## config.mk

```make
export PLATFORM = sky130hd
export DESIGN_NAME = beep_pattern_sequencer
export DESIGN_NICKNAME = d
export VERILOG_FILES = /design/src/rtl/bps_pkg.sv /design/src/rtl/bps_cfg_regs.sv /design/src/rtl/bps_core.sv /design/src/rtl/beep_pattern_sequencer.sv
export SDC_FILE = /design/constraint.sdc
export NUM_CORES = 1
export LEC_CHECK = 0
export ABC_AREA = 1
export BUFFER_PORTS_ARGS = -buffer_cell sky130_fd_sc_hd__buf_2
export CORE_ASPECT_RATIO = 0.6
export CORE_MARGIN = 1.5
export CORE_UTILIZATION = 60
export CTS_CLUSTER_SIZE = 40
export DETAILED_ROUTE_END_ITERATION = 8
export HOLD_SLACK_MARGIN = 0.05
export PLACE_DENSITY = 0.84
export REMOVE_ABC_BUFFERS = 1
export SLEW_MARGIN = 25
export SYNTH_ARGS = -nofsm -noshare
export SYNTH_HDL_FRONTEND = slang
export SYNTH_SLANG_ARGS = --single-unit
```

## constraint.sdc

```tcl
create_clock -name clk -period 5.1 [get_ports clk]
set_input_delay 0.255 -clock clk [delete_from_list [all_inputs] [get_ports clk]]
set_output_delay 0.255 -clock clk [all_outputs]
set_load 0.01 [all_outputs]
```

## src/rtl/bps_pkg.sv

```systemverilog
// Shared types and constants of the beep pattern sequencer.
package bps_pkg;

  localparam int unsigned TIME_W    = 32;
  localparam int unsigned DUR_W     = 16;
  localparam int unsigned CNT_W     = 2;
  localparam int unsigned CFG_IDX_W = 4;
  localparam int unsigned OUT_TDATA_W = 8;

  typedef enum logic [1:0] {
    MODE_TICK     = 2'd0,
    MODE_CLICK    = 2'd1,
    MODE_INCOMING = 2'd2,
    MODE_SUCCESS  = 2'd3
  } mode_t;

  typedef enum logic [1:0] {
    PH_IDLE = 2'd0,
    PH_ON   = 2'd1,
    PH_GAP  = 2'd2
  } phase_t;

  typedef enum logic [CFG_IDX_W-1:0] {
    REG_NORMAL_ON   = 4'd0,
    REG_NORMAL_GAP  = 4'd1,
    REG_SUCCESS_ON  = 4'd2,
    REG_SUCCESS_GAP = 4'd3
  } reg_idx_t;

  localparam logic [DUR_W-1:0] NORMAL_ON_RST   = 16'd50;
  localparam logic [DUR_W-1:0] NORMAL_GAP_RST  = 16'd50;
  localparam logic [DUR_W-1:0] SUCCESS_ON_RST  = 16'd100;
  localparam logic [DUR_W-1:0] SUCCESS_GAP_RST = 16'd80;

  // Pulse counts of the three patterns.
  localparam logic [CNT_W-1:0] CLICK_PULSES    = 2'd1;
  localparam logic [CNT_W-1:0] INCOMING_PULSES = 2'd3;
  localparam logic [CNT_W-1:0] SUCCESS_PULSES  = 2'd2;

  typedef struct packed {
    logic [DUR_W-1:0] normal_on;
    logic [DUR_W-1:0] normal_gap;
    logic [DUR_W-1:0] success_on;
    logic [DUR_W-1:0] success_gap;
  } cfg_t;

  typedef struct packed {
    logic [CNT_W-1:0] pulses_left;
    phase_t           phase_now;
    logic             buzzer_on;
  } result_t;

endpackage

```

## src/rtl/bps_cfg_regs.sv

```systemverilog
// Configuration register file of the beep pattern sequencer.
module bps_cfg_regs (
  input  logic                          clk,
  input  logic                          rst_n,
  input  logic                          wr_en,
  input  logic [bps_pkg::CFG_IDX_W-1:0] wr_index,
  input  logic [bps_pkg::DUR_W-1:0]     wr_data,
  output bps_pkg::cfg_t                 cfg
);
  import bps_pkg::*;

  cfg_t cfg_r;
  cfg_t cfg_nxt;

  always_comb begin
    cfg_nxt = cfg_r;
    if (wr_en) begin
      case (reg_idx_t'(wr_index))
        REG_NORMAL_ON:   cfg_nxt.normal_on   = wr_data;
        REG_NORMAL_GAP:  cfg_nxt.normal_gap  = wr_data;
        REG_SUCCESS_ON:  cfg_nxt.success_on  = wr_data;
        REG_SUCCESS_GAP: cfg_nxt.success_gap = wr_data;
        default: ;
      endcase
    end
  end

  always_ff @(posedge clk) begin
    if (!rst_n) begin
      cfg_r.normal_on   <= NORMAL_ON_RST;
      cfg_r.normal_gap  <= NORMAL_GAP_RST;
      cfg_r.success_on  <= SUCCESS_ON_RST;
      cfg_r.success_gap <= SUCCESS_GAP_RST;
    end else begin
      cfg_r <= cfg_nxt;
    end
  end

  assign cfg = cfg_r;

endmodule

```

## src/rtl/bps_core.sv

```systemverilog
// Pattern state machine and deadline datapath of the beep pattern sequencer.
module bps_core (
  input  logic                       clk,
  input  logic                       rst_n,
  input  logic                       step_en,
  input  bps_pkg::mode_t             mode,
  input  logic [bps_pkg::TIME_W-1:0] now_ms,
  input  bps_pkg::cfg_t              cfg,
  output bps_pkg::result_t           result
);
  import bps_pkg::*;

  phase_t            phase_r,    phase_nxt;
  logic [TIME_W-1:0] deadline_r, deadline_nxt;
  logic [CNT_W-1:0]  count_r,    count_nxt;
  logic              long_r,     long_nxt;
  logic              pin_r,      pin_nxt;

  logic [TIME_W-1:0] diff;
  logic              due;
  logic              start;
  logic              start_long;
  logic [CNT_W-1:0]  start_cnt;
  logic [CNT_W-1:0]  cnt_dec;
  logic              tone_long;
  logic [DUR_W-1:0]  dur;

  // A wrapping difference with the sign bit clear means the deadline is reached.
  assign diff    = now_ms - deadline_r;
  assign due     = (mode == MODE_TICK) && (phase_r != PH_IDLE) && !diff[TIME_W-1];
  assign cnt_dec = count_r - CNT_W'(1);

  always_comb begin
    start      = 1'b0;
    start_long = 1'b0;
    start_cnt  = CLICK_PULSES;
    case (mode)
      MODE_CLICK:    start = (phase_r == PH_IDLE);
      MODE_INCOMING: begin
        start     = 1'b1;
        start_cnt = INCOMING_PULSES;
      end
      MODE_SUCCESS:  begin
        start      = 1'b1;
        start_long = 1'b1;
        start_cnt  = SUCCESS_PULSES;
      end
      default: ;
    endcase
  end

  // Next phase.
  always_comb begin
    phase_nxt = phase_r;
    if (start) begin
      phase_nxt = PH_ON;
    end else if (due) begin
      case (phase_r)
        PH_ON:   phase_nxt = (cnt_dec == '0) ? PH_IDLE : PH_GAP;
        PH_GAP:  phase_nxt = PH_ON;
        default: phase_nxt = phase_r;
      endcase
    end
  end

  // Deadline, pulse count, tone and pin level. One adder serves every case.
  always_comb begin
    tone_long = start ? start_long : long_r;
    if (!start && due && (phase_r == PH_ON)) begin
      dur = tone_long ? cfg.success_gap : cfg.normal_gap;
    end else begin
      dur = tone_long ? cfg.success_on : cfg.normal_on;
    end

    deadline_nxt = deadline_r;
    count_nxt    = count_r;
    long_nxt     = long_r;
    pin_nxt      = pin_r;
    if (start) begin
      deadline_nxt = now_ms + TIME_W'(dur);
      count_nxt    = start_cnt;
      long_nxt     = start_long;
      pin_nxt      = 1'b1;
    end else if (due && (phase_r == PH_ON)) begin
      pin_nxt   = 1'b0;
      count_nxt = cnt_dec;
      if (cnt_dec == '0) begin
        long_nxt = 1'b0;
      end else begin
        deadline_nxt = now_ms + TIME_W'(dur);
      end
    end else if (due) begin
      pin_nxt      = 1'b1;
      deadline_nxt = now_ms + TIME_W'(dur);
    end
  end

  always_ff @(posedge clk) begin
    if (!rst_n) begin
      phase_r    <= PH_IDLE;
      deadline_r <= '0;
      count_r    <= '0;
      long_r     <= 1'b0;
      pin_r      <= 1'b0;
    end else if (step_en) begin
      phase_r    <= phase_nxt;
      deadline_r <= deadline_nxt;
      count_r    <= count_nxt;
      long_r     <= long_nxt;
      pin_r      <= pin_nxt;
    end
  end

  // The result shows the state after the word has been applied.
  assign result.buzzer_on   = pin_nxt;
  assign result.phase_now   = phase_nxt;
  assign result.pulses_left = count_nxt;

endmodule

```

## src/rtl/beep_pattern_sequencer.sv

```systemverilog
// Top level of the beep pattern sequencer: input stage, state update, result stage.
//
//   channel   direction  payload                                   handshake
//   in_       slave      tuser = mode, tdata = now_ms              tvalid/tready
//   out_      master     tdata = buzzer_on, phase_now, pulses_left tvalid/tready
//   cfg_      slave      cfg_index, cfg_data                       cfg_valid/cfg_ready
//
// One word is accepted per clock cycle while out_tready stays high. A word is held
// in the input register and is then loaded into the result register, from which
// its result word shows on the out_ port.
// The state machine is updated as a word moves from the input register into
// the result register, so the next word always sees the updated state.
// Reset (rst_n low, synchronous) empties both stages, sets the registers to
// their default durations and puts the pattern state in idle with the pin low.
// A stall on the output side holds the result word; the input register still
// takes one more word, after which in_tready drops until out_tready returns.
module beep_pattern_sequencer (
  input  logic                                clk,
  input  logic                                rst_n,
  // Input words.
  input  logic                                in_tvalid,
  output logic                                in_tready,
  input  logic [bps_pkg::TIME_W-1:0]          in_tdata,  // [31:0] now_ms
  input  logic [1:0]                          in_tuser,  // [1:0] mode
  // Result words.
  output logic                                out_tvalid,
  input  logic                                out_tready,
  output logic [bps_pkg::OUT_TDATA_W-1:0]     out_tdata, // [0] buzzer_on, [2:1] phase_now,
                                                         // [4:3] pulses_left, [7:5] zero
  // Configuration writes.
  input  logic                                cfg_valid,
  output logic                                cfg_ready,
  input  logic [bps_pkg::CFG_IDX_W-1:0]       cfg_index,
  input  logic [bps_pkg::DUR_W-1:0]           cfg_data
);
  import bps_pkg::*;

  // Input register.
  logic              s1_valid_r, s1_valid_nxt;
  mode_t             s1_mode_r;
  logic [TIME_W-1:0] s1_now_r;

  // Result register.
  logic              out_valid_r, out_valid_nxt;
  result_t           out_res_r;

  logic              s1_adv;
  logic              in_acc;
  cfg_t              cfg;
  result_t           step_res;

  // The word in the input register moves on whenever the result register is
  // empty or is being emptied in this cycle.
  assign s1_adv    = s1_valid_r && (!out_valid_r || out_tready);
  assign in_tready = !s1_valid_r || s1_adv;
  assign in_acc    = in_tvalid && in_tready;
  assign cfg_ready = 1'b1;

  bps_cfg_regs u_cfg (
    .clk      (clk),
    .rst_n    (rst_n),
    .wr_en    (cfg_valid),
    .wr_index (cfg_index),
    .wr_data  (cfg_data),
    .cfg      (cfg)
  );

  bps_core u_core (
    .clk     (clk),
    .rst_n   (rst_n),
    .step_en (s1_adv),
    .mode    (s1_mode_r),
    .now_ms  (s1_now_r),
    .cfg     (cfg),
    .result  (step_res)
  );

  always_comb begin
    s1_valid_nxt = in_acc ? 1'b1 : (s1_adv ? 1'b0 : s1_valid_r);
    if (s1_adv) begin
      out_valid_nxt = 1'b1;
    end else if (out_tready) begin
      out_valid_nxt = 1'b0;
    end else begin
      out_valid_nxt = out_valid_r;
    end
  end

  always_ff @(posedge clk) begin
    if (!rst_n) begin
      s1_valid_r  <= 1'b0;
      out_valid_r <= 1'b0;
    end else begin
      s1_valid_r  <= s1_valid_nxt;
      out_valid_r <= out_valid_nxt;
    end
  end

  // Payload registers carry no reset.
  always_ff @(posedge clk) begin
    if (in_acc) begin
      s1_mode_r <= mode_t'(in_tuser);
      s1_now_r  <= in_tdata;
    end
    if (s1_adv) begin
      out_res_r <= step_res;
    end
  end

  assign out_tvalid = out_valid_r;
  assign out_tdata  = {3'b000, out_res_r.pulses_left, out_res_r.phase_now,
                       out_res_r.buzzer_on};

endmodule

```

==> summary.md, run 1 <==
| Metric | Value |
|---|---|
| Mapped Cells | 1062 |
| Layout cells sized above 1 | 0.108 |
| Die Y | 92.0 um |
| Total Nets Final | approximately 1300 |
| Maximum clock frequency | about 210 MHz |
| Post-CTS Repair Setup Buffers | 0 |
| Starting Density | 0.617 |
| Leak pwr | approximately 4.0 nW |
| Post-synth EDFFs | 39 |
| Clk slew on worst S/H paths | approximately 0.060 ns |
| Largest net degree at the start of global routing | 74 |
| RSZ-0062 raised after global routing | false |
| PwrDens | between 300 and 400 nW/um^2 |
| Cell variety after synth | 44 |
| Fin crit share | 0.914 |
| Yosys top cell area share | 0.263 |
| Peak supply drop | around 0.21 mV |
| Area of the core | 12900 um^2 |
| Layout area overhead | 16.6% |
| Worst Path Max Fanout | 19 |
| Final Max Tran Viols | 0 |
| Main synth FF type | dfxtp_1 |
| Ports | 70 |
| YS warnings | 0 |
| Post-route clock skew | 0.0116 ns |
| Final core occ | 0.719 |
| Placer Congestion | between 0.9 and 1 |
| Hold WC Path Type | in -> reg |
| Port bufs | 65 |
| Worst path slowest cell | edfxtp_1 |
| Worst-Margin Slew | 0.928 ns |
| Req. time, crit path | 5.42 ns |
| CP endpoint kind | flop |
| Clk buf depth | 2 |
| # DRC | 0 |
| Final Setup Violations | 0 |
| Cell taking the most area after synthesis | dfxtp_1 |
| Status | finished, final reports clean |
| Minimum clock period | ~4.7 ns |
| Final hold vios | 0 |
| H-tree depth | 4 |
| Most instantiated library cell after synthesis | nand2_1 |
| FF+latch count, synth | between 100 and 150 |
| First-pass GRT wire length | 32.2 mm |
| Crit path DAT | ~5.0 ns |
| Post-route ant nets | 0 |
| Setup Crit Path Kind | reg -> reg |
| Placed cells | 1267 |
| Via count of the routed design | just over 7000 |
| Final std cells w/o fill | between 1000 and 1500 |
| CTS tree | done |
| Vias in the first global route | ~6500 |
| Average size of a mapped cell | 7.46 um^2 |
| Die area | around 14000 um^2 |
| Register area share after synthesis | 0.410 |
| Root Buffer | clkbuf_16 |
| Clk_lat worst skew | ~0.43 ns |
| Fraction of registers with async set/reset | 0 |
| Post-DP HPWL | 13.2 mm |
| Worst slew margin | 0.380 |
| Vias per cell | about 5.5 |
| Crit path top cell by count | nand2_1 |
| Wire per inst | 15.0 um |
| Initial DRT Pass Iterations | 5 |
| Area of the mapped netlist | roughly 8000 um^2 |
| Critical path's largest stage delay | about 0.44 ns |
| ANT cells | 0 |
| Ranking of synthesized cells by area | dfxtp_1, edfxtp_1, nand2_1 |
| Iteration-0 DRC Markers | 559 |
| Clock Sinks | approximately 140 |
| Max-cap violations | 0 |
| Tot GR Track Use | 0.299 |
| CTS buffer count | 17 |
| Startpoint types | flop |
| WL final | approximately 20 mm |
| Setup tns final | 0 ns |
| Die outline width | 151 um |
| Initial antenna violation count | 0 |
| Row cnt | 32 |
| Top cells by count, synth | nand2_1, inv_1, nor2_1 |
| Overflow after GRT | 0 |
## what timing repair did
item,in CTS,in global routing
resized for setup,0,2
setup endpoints to repair,0,4
hold buffers,34,0
endpoints found under the hold margin,34,0
## power by group
group	internal [mW]	leakage [nW]	total, mW	switching [mW]
combinational	0.182	2.45	0.475	0.293
clock	0.687	0.288	1.23	0.539
sequential	1.22	1.22	1.26	0.0344
## layout make-up
| type | instances | area (um^2) |
|---|---|---|
| clock inverters | 15 | 149 |
| flip-flops and latches | 143 | 3250 |
| repair buffers | 110 | 748 |
| inverters | 131 | 493 |
| multi-input cells | 747 | 3960 |
| fillers | 1019 | 3610 |
| well taps | 170 | 213 |
| clock buffers | 17 | 425 |
## kinds of logic (layout without fill, tap and decap cells)
family / Yosys count / count (layout) / share of synthesized area
AOI/OAI and AO/OA: 199 / 199 / 0.134
muxes: 3 / 3 / 0.00379
and+or+nand+nor: 463 / 463 / 0.248
buffers and inverters: 174 / 273 / 0.0912
other: 2 / 4 / 0.000947
adders and majority gates: 50 / 50 / 0.0799
DFF: 143 / 143 / 0.410
xor gates and xnor gates: 28 / 28 / 0.0309
## worst max-delay path: cells and delay by family, from the launching register on
family / cells / cell delay [ns]
AND/OR/NAND/NOR: 15 / 1.52
AO/OA/AOI/OAI: 4 / 1.17
adder cells (fa/ha/maj): 3 / 0.97
flip-flops: 1 / 0.44
buffers and inverters: 2 / 0.33
XOR/XNOR: 1 / 0.13
## per-layer routing
metal	vias to the layer above	GRT usage	share of wire
met1	3295	0.440	0.48
met3	26	0.0751	0.098
li1	3629	-	-
met4	0	0.0793	0.013
met5	-	0	0
met2	324	0.434	0.41
## per-stage QoR
stage	area, um^2	power (mW)	hold slack (ns)	worst slack, ns
2_1_floorplan	7700	1.58	0.339	0.865
3_3_place_gp	8320	1.71	0.431	0.617
3_5_place_dp	8320	1.72	0.433	0.518
4_1_cts	9240	2.95	0.0664	0.374
5_1_grt	9240	3.08	0.0805	0.109
6_report	9240	2.96	0.0741	0.437
## registers in the layout, summed over array words and instances (netlist names)
signal	flops
s1_valid_r	1
s1_mode_r	2
u_core.phase_r	2
u_core.pin_r	1
s1_now_r	32
u_core.deadline_r	32
out_tdata	5
out_tvalid	1
u_core.count_r	2
u_cfg.cfg	64
u_core.long_r	1
## final timing paths
path                                     from                     to  slack (ns)  cells after the start
worst max register to register   s1_now_r[14]  u_core.deadline_r[14]        0.44                     25
worst min-delay path              cfg_data[1]          u_cfg.cfg[49]        0.07                      3
worst max-delay path             s1_now_r[14]  u_core.deadline_r[14]        0.44                     25
worst min register to register  u_cfg.cfg[28]          u_cfg.cfg[28]        0.46                      2
## layout by cell type, fill, tap and decap left out, types with 2 or more instances in the layout
cell type      count
clkinv_2           2
xnor2_1           13
nand4_1            9
nor2_1           109
nor3_1            12
ha_1              49
nand3_1           60
buf_4             11
clkbuf_16         17
mux2i_1            3
inv_1            127
o22ai_1            2
nand2_1          253
dlygate4sd3_1     34
dfxtp_1          104
clkinv_4           4
buf_2             65
nand3b_1           6
conb_1             4
inv_8              2
xor2_1            15
a21boi_0           2
edfxtp_1          39
nand2_4            5
a21oi_1           88
o211ai_1          16
o21ai_1            5
o21ai_0           79
inv_6              5
a31oi_1            2
inv_2              2
inv_4              2
Note: power is estimated with default switching activity, not from simulation.
==> run 2: changes to the inputs <==
--- a/config.mk
+++ b/config.mk
@@ -8,14 +8,15 @@
 export ABC_AREA = 1
 export BUFFER_PORTS_ARGS = -buffer_cell sky130_fd_sc_hd__buf_2
 export CORE_ASPECT_RATIO = 0.6
-export CORE_MARGIN = 1.5
 export CORE_UTILIZATION = 60
 export CTS_CLUSTER_SIZE = 40
 export DETAILED_ROUTE_END_ITERATION = 8
 export HOLD_SLACK_MARGIN = 0.05
 export PLACE_DENSITY = 0.84
+export RECOVER_POWER = 25
 export REMOVE_ABC_BUFFERS = 1
 export SLEW_MARGIN = 25
 export SYNTH_ARGS = -nofsm -noshare
 export SYNTH_HDL_FRONTEND = slang
+export SYNTH_HIERARCHICAL = 1
 export SYNTH_SLANG_ARGS = --single-unit
==> run 2 against run 1 <==
- the run now ends with max-capacitance violations, max-slew violations left
- critical path depth increased by 1
- register-to-register slack worse by 0.12 ns
- count of clock-buffer cells in the layout unchanged
- die area is 8.5% higher
- fmax shrank 2.5%
- wire length grew 7.3%
- non-clock buffer count shrank 6
- sequential share of layout area fell by 2.4 points
- global-route usage up 0.053 points
- setup slack worse by 0.12 ns
==> summary.md, run 2 <==
| Metric | Value |
|---|---|
| Maximum clock frequency | 209 MHz (-2.5%) |
| Largest family of logic cells by synthesized area | simple AND/OR/NAND/NOR gates |
| Peak supply drop | 0.206 mV (-1.5%) |
| Ports | 70 (unchanged) |
| CTS buffer count | 17 (unchanged) |
| Cell taking the most area after synthesis | dfxtp_1 |
| Average size of a mapped cell | 7.21 um^2 (-3.3%) |
| Req. time, crit path | 5.42 ns (about the same) |
| Final hold vios | 0 (unchanged) |
| Mapped Cells | 1215 (+14%) |
| Startpoint types | flop |
| YS warnings | 6 (+6) |
| Final Hold Slack | 0.0726 ns (-0.00151 ns) |
| Layout area overhead | 13.1% |
| Die area | 15100 um^2 (+8.5%) |
| ANT cells | 0 (unchanged) |
| Yosys top cell area share | 0.238 (-0.0251) |
| Register area share after synthesis | 0.371 (-0.0393) |
| Total Nets Final | 1391 (+10%) |
| Post-synthesis xor/xnor area fraction | 0.0250 (-0.00596) |
| Final Setup Violations | 0 (unchanged) |
| Row cnt | 33 (+3.1%) |
| Post-route ant nets | 0 (unchanged) |
| Fin crit share | 0.938 (+0.0237) |
| Top Family by Delay on Critical Path | simple AND/OR/NAND/NOR gates |
| Final Max Tran Viols | 32 (+32) |
| Cell variety after synth | 45 (+2.3%) |
| Failing checks | max-capacitance violations, max-slew violations |
| # DRC | 0 (unchanged) |
| Placer Congestion | 0.897 (-2.7%) |
| Hold path depth | 3 (unchanged) |
| Top cells by count, synth | nand2_1, inv_1, nor2_1 |
| Simple-gate share of the synthesized area | 0.312 (+0.0633) |
| Vias in the first global route | 7190 (+10%) |
| Crit path top cell by count | nand2_1 |
| Clk buf depth | 2 (unchanged) |
| Commonest cells after routing, fill and taps aside | nand2_1, inv_1, nor2_1, dfxtp_1, nand4_1 |
| Die outline width | 158 um (+4.4%) |
| Post-synth EDFFs | 39 (unchanged) |
| Post-synthesis mux area share | 0.0183 (+0.0145) |
| Critical path's largest stage delay | 0.47 ns (+0.03 ns) |
| Synth Area in Adders | 0.0722 (-0.00764) |
| WL final | 21.4 mm (+7.3%) |
| Port bufs | 65 (unchanged) |
| Clk slew on worst S/H paths | 0.07 ns (about the same) |
| H-tree depth | 4 (unchanged) |
| Fill cells | 1162 (+14%) |
| Post-DP HPWL | 14.3 mm (+8.6%) |
| Via count of the routed design | 7955 (+9.4%) |
| Layout cells sized above 1 | 0.0857 (-0.0226) |
| Seq. cell area | 3250 um^2 (unchanged) |
| CTS tree | done |
| FF+latch count, synth | 143 (unchanged) |
| Clock Sinks | 143 (unchanged) |
| Worst path slowest cell | edfxtp_1 |
| Post-route clock skew | 0.0163 ns (+0.00466 ns) |
| Multi-input gate area | 4360 um^2 (+10%) |
| Compound-gate portion of the synthesized area | 0.0675 (-0.0670) |
| Tot GR Track Use | 0.300 (+0.000525) |
| First-pass GRT wire length | 34.9 mm (+8.3%) |
| Worst-Margin Slew | 1.51 ns (+0.578 ns) |
| Area of the core | 14000 um^2 (+8.6%) |
| Max reg flops | 64 (unchanged) |
| Setup Crit Path Kind | reg -> reg |
| Main synth FF type | dfxtp_1 |
| Commonest non-fill, non-tap cell in the layout | nand2_1 |
| Status | finished, violations left |
| Largest net degree at the start of global routing | 72 (-2.7%) |
| Leak pwr | 4.56 nW (+15%) |
| Minimum clock period | 4.78 ns (+0.121 ns) |
| CP bufs+invs | 2 (unchanged) |
| Reg2Reg Depth | 26 (+4.0%) |
| Ranking of synthesized cells by area | dfxtp_1, edfxtp_1, nand2_1 |
| Iteration-0 DRC Markers | 803 (+44%) |
| Die Y | 95.6 um (+3.9%) |
| Most instantiated library cell after synthesis | nand2_1 |
| Starting Density | 0.628 (+0.0113) |
| RSZ-0062 raised after global routing | false |
| Hold WC Path Type | in -> reg |
| Root Buffer | clkbuf_16 |
| Wire per inst | 14.4 um (-3.8%) |
| Initial antenna violation count | 0 (unchanged) |
| CP endpoint kind | flop |
| Crit path DAT | 5.10 ns (+0.12 ns) |
| Vias per cell | 5.35 (-2.0%) |
| Worst slew margin | -0.00399 (-0.384) |
| Fraction of registers with async set/reset | 0 (unchanged) |
| Worst Path Max Fanout | 33 (+14) |
| Max-cap violations | 1 (+1) |
| Cell count along the critical path | 26 (+4.0%) |
| Area of the mapped netlist | 8760 um^2 (+11%) |
| PwrDens | 298 nW/um^2 (-7.0%) |
| Pwr Total | 2.95 mW (-0.19%) |
| Clk_lat worst skew | 0.43 ns (about the same) |
| Overflow after GRT | 0 (unchanged) |
| Initial DRT Pass Iterations | 6 (+1) |
-- run 2: cell types whose count changed after synthesis, moves of 20 or more --
cell     change
inv_1       +79
nand2_1     +20
nor2_1      +50
nand4_1     +65
o21ai_0     -52
a21oi_1     -51
-- run 2: routing by layer --
metal / up-vias / share of wire / GRT usage / routed length (um)
li1: 4021 / - / - / -
met1: 3544 / 0.48 / 0.434 / 10300
met2: 350 / 0.41 / 0.438 / 8710
met3: 40 / 0.098 / 0.0655 / 2110
met4: 0 / 0.017 / 0.104 / 358
met5: - / 0 / 0 / 0
-- run 2: where the power goes --
group          internal [mW]  total, mW  switching, mW
clock                  0.688       1.22          0.534
combinational          0.172      0.470          0.298
sequential              1.22       1.26         0.0356
total                   2.08       2.95          0.868
-- run 2: final cells by class --
class	count	share of cell area
timing repair buffer	104	0.0698
multi-input combinational	806	0.440
clock inverter	15	0.0150
inverter	210	0.0800
tap	192	0.0242
clock buffer	17	0.0429
sequential	143	0.328
-- run 2: cell families (layout without fill, tap and decap cells) --
| group | Yosys count | count (layout) |
|---|---|---|
| simple gates | 609 | 609 |
| other cells | 2 | 4 |
| xor+xnor | 25 | 25 |
| flops | 143 | 143 |
| buf+inv | 268 | 346 |
| compound gates | 102 | 102 |
| fa+ha+maj | 50 | 50 |
| mux | 16 | 16 |
-- run 2: stage by stage --
step           setup slack (ns)  cells   util  TNS, ns  cell area, um^2
3_3_place_gp              0.163   1421  0.647        0             9030
5_1_grt                  0.0432   1487  0.711        0             9920
3_5_place_dp              0.197   1421  0.647        0             9030
6_report                  0.316   1487  0.711        0             9920
2_1_floorplan            -0.220   1159      -   -0.807             8390
4_1_cts                   0.167   1487  0.712        0             9940
-- run 2: path summary, 6_finish.rpt --
path / endpoint / slack, ns / from
setup reg to reg: u_core/deadline_r[20] / 0.32 / s1_now_r[26]
hold reg to reg: u_cfg/cfg[37] / 0.46 / u_cfg/cfg[37]
hold / removal: s1_valid_r / 0.07 / in_tvalid
setup / recovery: u_core/deadline_r[20] / 0.32 / s1_now_r[26]
-- run 2: timing repair --
action,in CTS,in global routing
hold endpoints to repair,34,0
gates resized for setup,0,3
buffers inserted,0,0
endpoints found under the setup margin,0,4
hold buffers,34,0
-- run 2: tightest hold or removal path, stage by stage --
cell     delay (ns)
buf_2          0.10
inv_1          0.06
a21oi_2        0.05
==> run 3: changes to the inputs <==
--- a/config.mk
+++ b/config.mk
@@ -14,7 +14,6 @@
 export HOLD_SLACK_MARGIN = 0.05
 export PLACE_DENSITY = 0.84
 export RECOVER_POWER = 25
-export REMOVE_ABC_BUFFERS = 1
 export SLEW_MARGIN = 25
 export SYNTH_ARGS = -nofsm -noshare
 export SYNTH_HDL_FRONTEND = slang
==> run 3 against run 2 <==
- the flow still finishes with violations (max-capacitance violations, max-slew violations)
- register-to-register slack improved by 0.02 ns
- setup slack gained 0.018 ns
- clock skew fell by 0.0031 ns
- cell area increased by 0.13%
- final cell count up 0.13%
- via count is 2.2% higher
==> summary.md, run 3 (same netlist as run 2, synthesis figures left out) <==
| Metric | Value |
|---|---|
| Place WS | 0.272 ns (+0.0750 ns) |
| Clock Sinks | 143 (unchanged) |
| Critical path's largest stage delay | 0.47 ns (about the same) |
| Max reg flops | 64 (unchanged) |
| Post-route ant nets | 0 (unchanged) |
| Vias per cell | 5.46 (+2.1%) |
| Maximum clock frequency | 210 MHz (+0.38%) |
| Post-route clock skew | 0.0132 ns (-0.00310 ns) |
| Iteration-0 DRC Markers | 968 (+21%) |
| Hold WC Path Type | in -> reg |
| Layout area overhead | 13.3% |
| CP endpoint kind | flop |
| Worst path slowest cell | edfxtp_1 |
| Worst Setup SP | s1_now_r[10] |
| Reg2reg start | s1_now_r[10] |
| Placed Area | 9040 um^2 (+0.17%) |
| Worst Path Max Fanout | 33 (unchanged) |
| CTS buffer count | 17 (unchanged) |
| Commonest cells after routing, fill and taps aside | nand2_1, inv_1, nor2_1, dfxtp_1, nand4_1 |
| Die area | 15100 um^2 (unchanged) |
| Clk slew on worst S/H paths | 0.06 ns (about the same) |
| Worst-Margin Slew | 2.19 ns (+0.688 ns) |
| Setup tns final | 0 ns (unchanged) |
| CTS tree | done |
| Placer Congestion | 1.01 (+13%) |
| Setup Crit Path Kind | reg -> reg |
| Final core occ | 0.711 (+0.000897) |
| Peak supply drop | 0.235 mV (+14%) |
| Initial antenna violation count | 0 (unchanged) |
| Wire per inst | 15.1 um (+4.8%) |
| Die Y | 95.6 um (unchanged) |
| Starting Density | 0.628 (unchanged) |
| Row cnt | 33 (unchanged) |
| Via count of the routed design | 8131 (+2.2%) |
| Vias in the first global route | 7268 (+1.1%) |
| Crit path DAT | 5.08 ns (-0.02 ns) |
| Fin crit share | 0.935 (-0.00359) |
| Post-CTS Repair Setup Buffers | 0 (unchanged) |
| Crit path top cell by count | nand2_1 |
| Top Family by Delay on Critical Path | simple AND/OR/NAND/NOR gates |
| Multi-input gate area | 4360 um^2 (unchanged) |
| HP Start | in_tvalid |
| CP bufs+invs | 3 (+1) |
| Area of the core | 14000 um^2 (unchanged) |
| Seq. cell area | 3250 um^2 (unchanged) |
| Layout cells sized above 1 | 0.0887 (+0.00295) |
| WL final | 22.5 mm (+5.0%) |
| Leak pwr | 4.59 nW (+0.49%) |
| Worst slew margin | -0.463 (-0.459) |
| Port bufs | 65 (unchanged) |
| Req. time, crit path | 5.41 ns (about the same) |
| Final Max Tran Viols | 35 (+9.4%) |
| Fill cells | 1129 (-2.8%) |
| Largest net degree at the start of global routing | 83 (+15%) |
| Pwr Total | 2.96 mW (+0.17%) |
| Finished Cell Area | 9930 um^2 (+0.13%) |
| Tot GR Track Use | 0.310 (+0.0100) |
| Commonest non-fill, non-tap cell in the layout | nand2_1 |
| Initial DRT Pass Iterations | 5 (-1) |
| Max-cap violations | 1 (unchanged) |
| PnR worst setup slack | 0.334 ns (+0.0183 ns) |
| Post-DP HPWL | 14.6 mm (+1.7%) |
| # DRC | 0 (unchanged) |
| Final Setup Violations | 0 (unchanged) |
| Failing checks | max-capacitance violations, max-slew violations |
| Die outline width | 158 um (unchanged) |
| ANT cells | 0 (unchanged) |
| Clk buf depth | 2 (unchanged) |
| H-tree depth | 4 (unchanged) |
| Ports | 70 (unchanged) |
| RSZ-0062 raised after global routing | false |
| Status | finished, violations left |
| FF-to-FF setup slack | 0.33 ns (+0.02 ns) |
| Final hold vios | 0 (unchanged) |
| Overflow after GRT | 0 (unchanged) |
| Minimum clock period | 4.77 ns (-0.0183 ns) |
| First-pass GRT wire length | 36.3 mm (+4.1%) |
| Total Nets Final | 1393 (+0.14%) |
| Clk_lat worst skew | 0.42 ns (about the same) |
| PwrDens | 298 nW/um^2 (about the same) |
| Root Buffer | clkbuf_16 |
| Startpoint types | flop |
## run 3: cell types whose count changed in the layout (fill, tap and decap cells not counted)
| cell | previous run | this run |
|---|---|---|
| buf_2 | 49 | 56 |
| buf_4 | 3 | 4 |
| clkbuf_1 | 17 | 15 |
| clkbuf_16 | 17 | 18 |
| clkbuf_8 | 0 | 2 |
| clkinv_2 | 1 | 2 |
| clkinv_4 | 3 | 1 |
| inv_4 | 3 | 4 |
| inv_6 | 5 | 1 |
| inv_8 | 3 | 0 |
## run 3: final timing paths
| check | cells after the start | end |
|---|---|---|
| worst min register to register | 2 | u_cfg/cfg[4] |
| worst min-delay path | 3 | s1_valid_r |
| worst max-delay path | 27 | u_core/deadline_r[24] |
| worst max register to register | 27 | u_core/deadline_r[24] |
## run 3: per-layer routing
layer	GRT usage	wire (um)	vias up
met5	0	0	-
met4	0.0697	244	0
met3	0.0632	2290	31
met2	0.461	9150	419
met1	0.457	10800	3672
li1	-	-	4009
## run 3: worst min-delay path, delay by kind of cell
family / cells / cell delay [ns]
compound gates: 1 / 0.05
buf+inv: 2 / 0.16
## run 3: power by group
group / internal (mW) / switching (mW) / total [mW] / leakage (nW)
clock network: 0.728 / 0.491 / 1.22 / 0.285
logic: 0.174 / 0.301 / 0.475 / 3.08
registers: 1.22 / 0.0379 / 1.26 / 1.23
total: 2.13 / 0.829 / 2.96 / 4.59
## run 3: metrics by stage
stage,hold WS [ns],instances
5_1_grt,0.0917,1489
6_report,0.0891,1489
3_5_place_dp,0.433,1423
2_1_floorplan,0.354,1217
4_1_cts,0.0800,1489
3_3_place_gp,0.432,1423
## run 3: cell type report
class / instances / share of cell area
Clock buffer: 24 / 0.0496
Clock inverter: 8 / 0.00769
Inverter: 210 / 0.0796
Multi-Input combinational cell: 806 / 0.440
Sequential cell: 143 / 0.328
Tap cell: 192 / 0.0242
Timing Repair Buffer: 106 / 0.0717
## run 3: timing repair
| action | in CTS | in global routing |
|---|---|---|
| resized for setup | 0 | 2 |
| hold endpoints to repair | 34 | 0 |
| setup endpoints to repair | 0 | 8 |
| hold buffers | 34 | 0 |
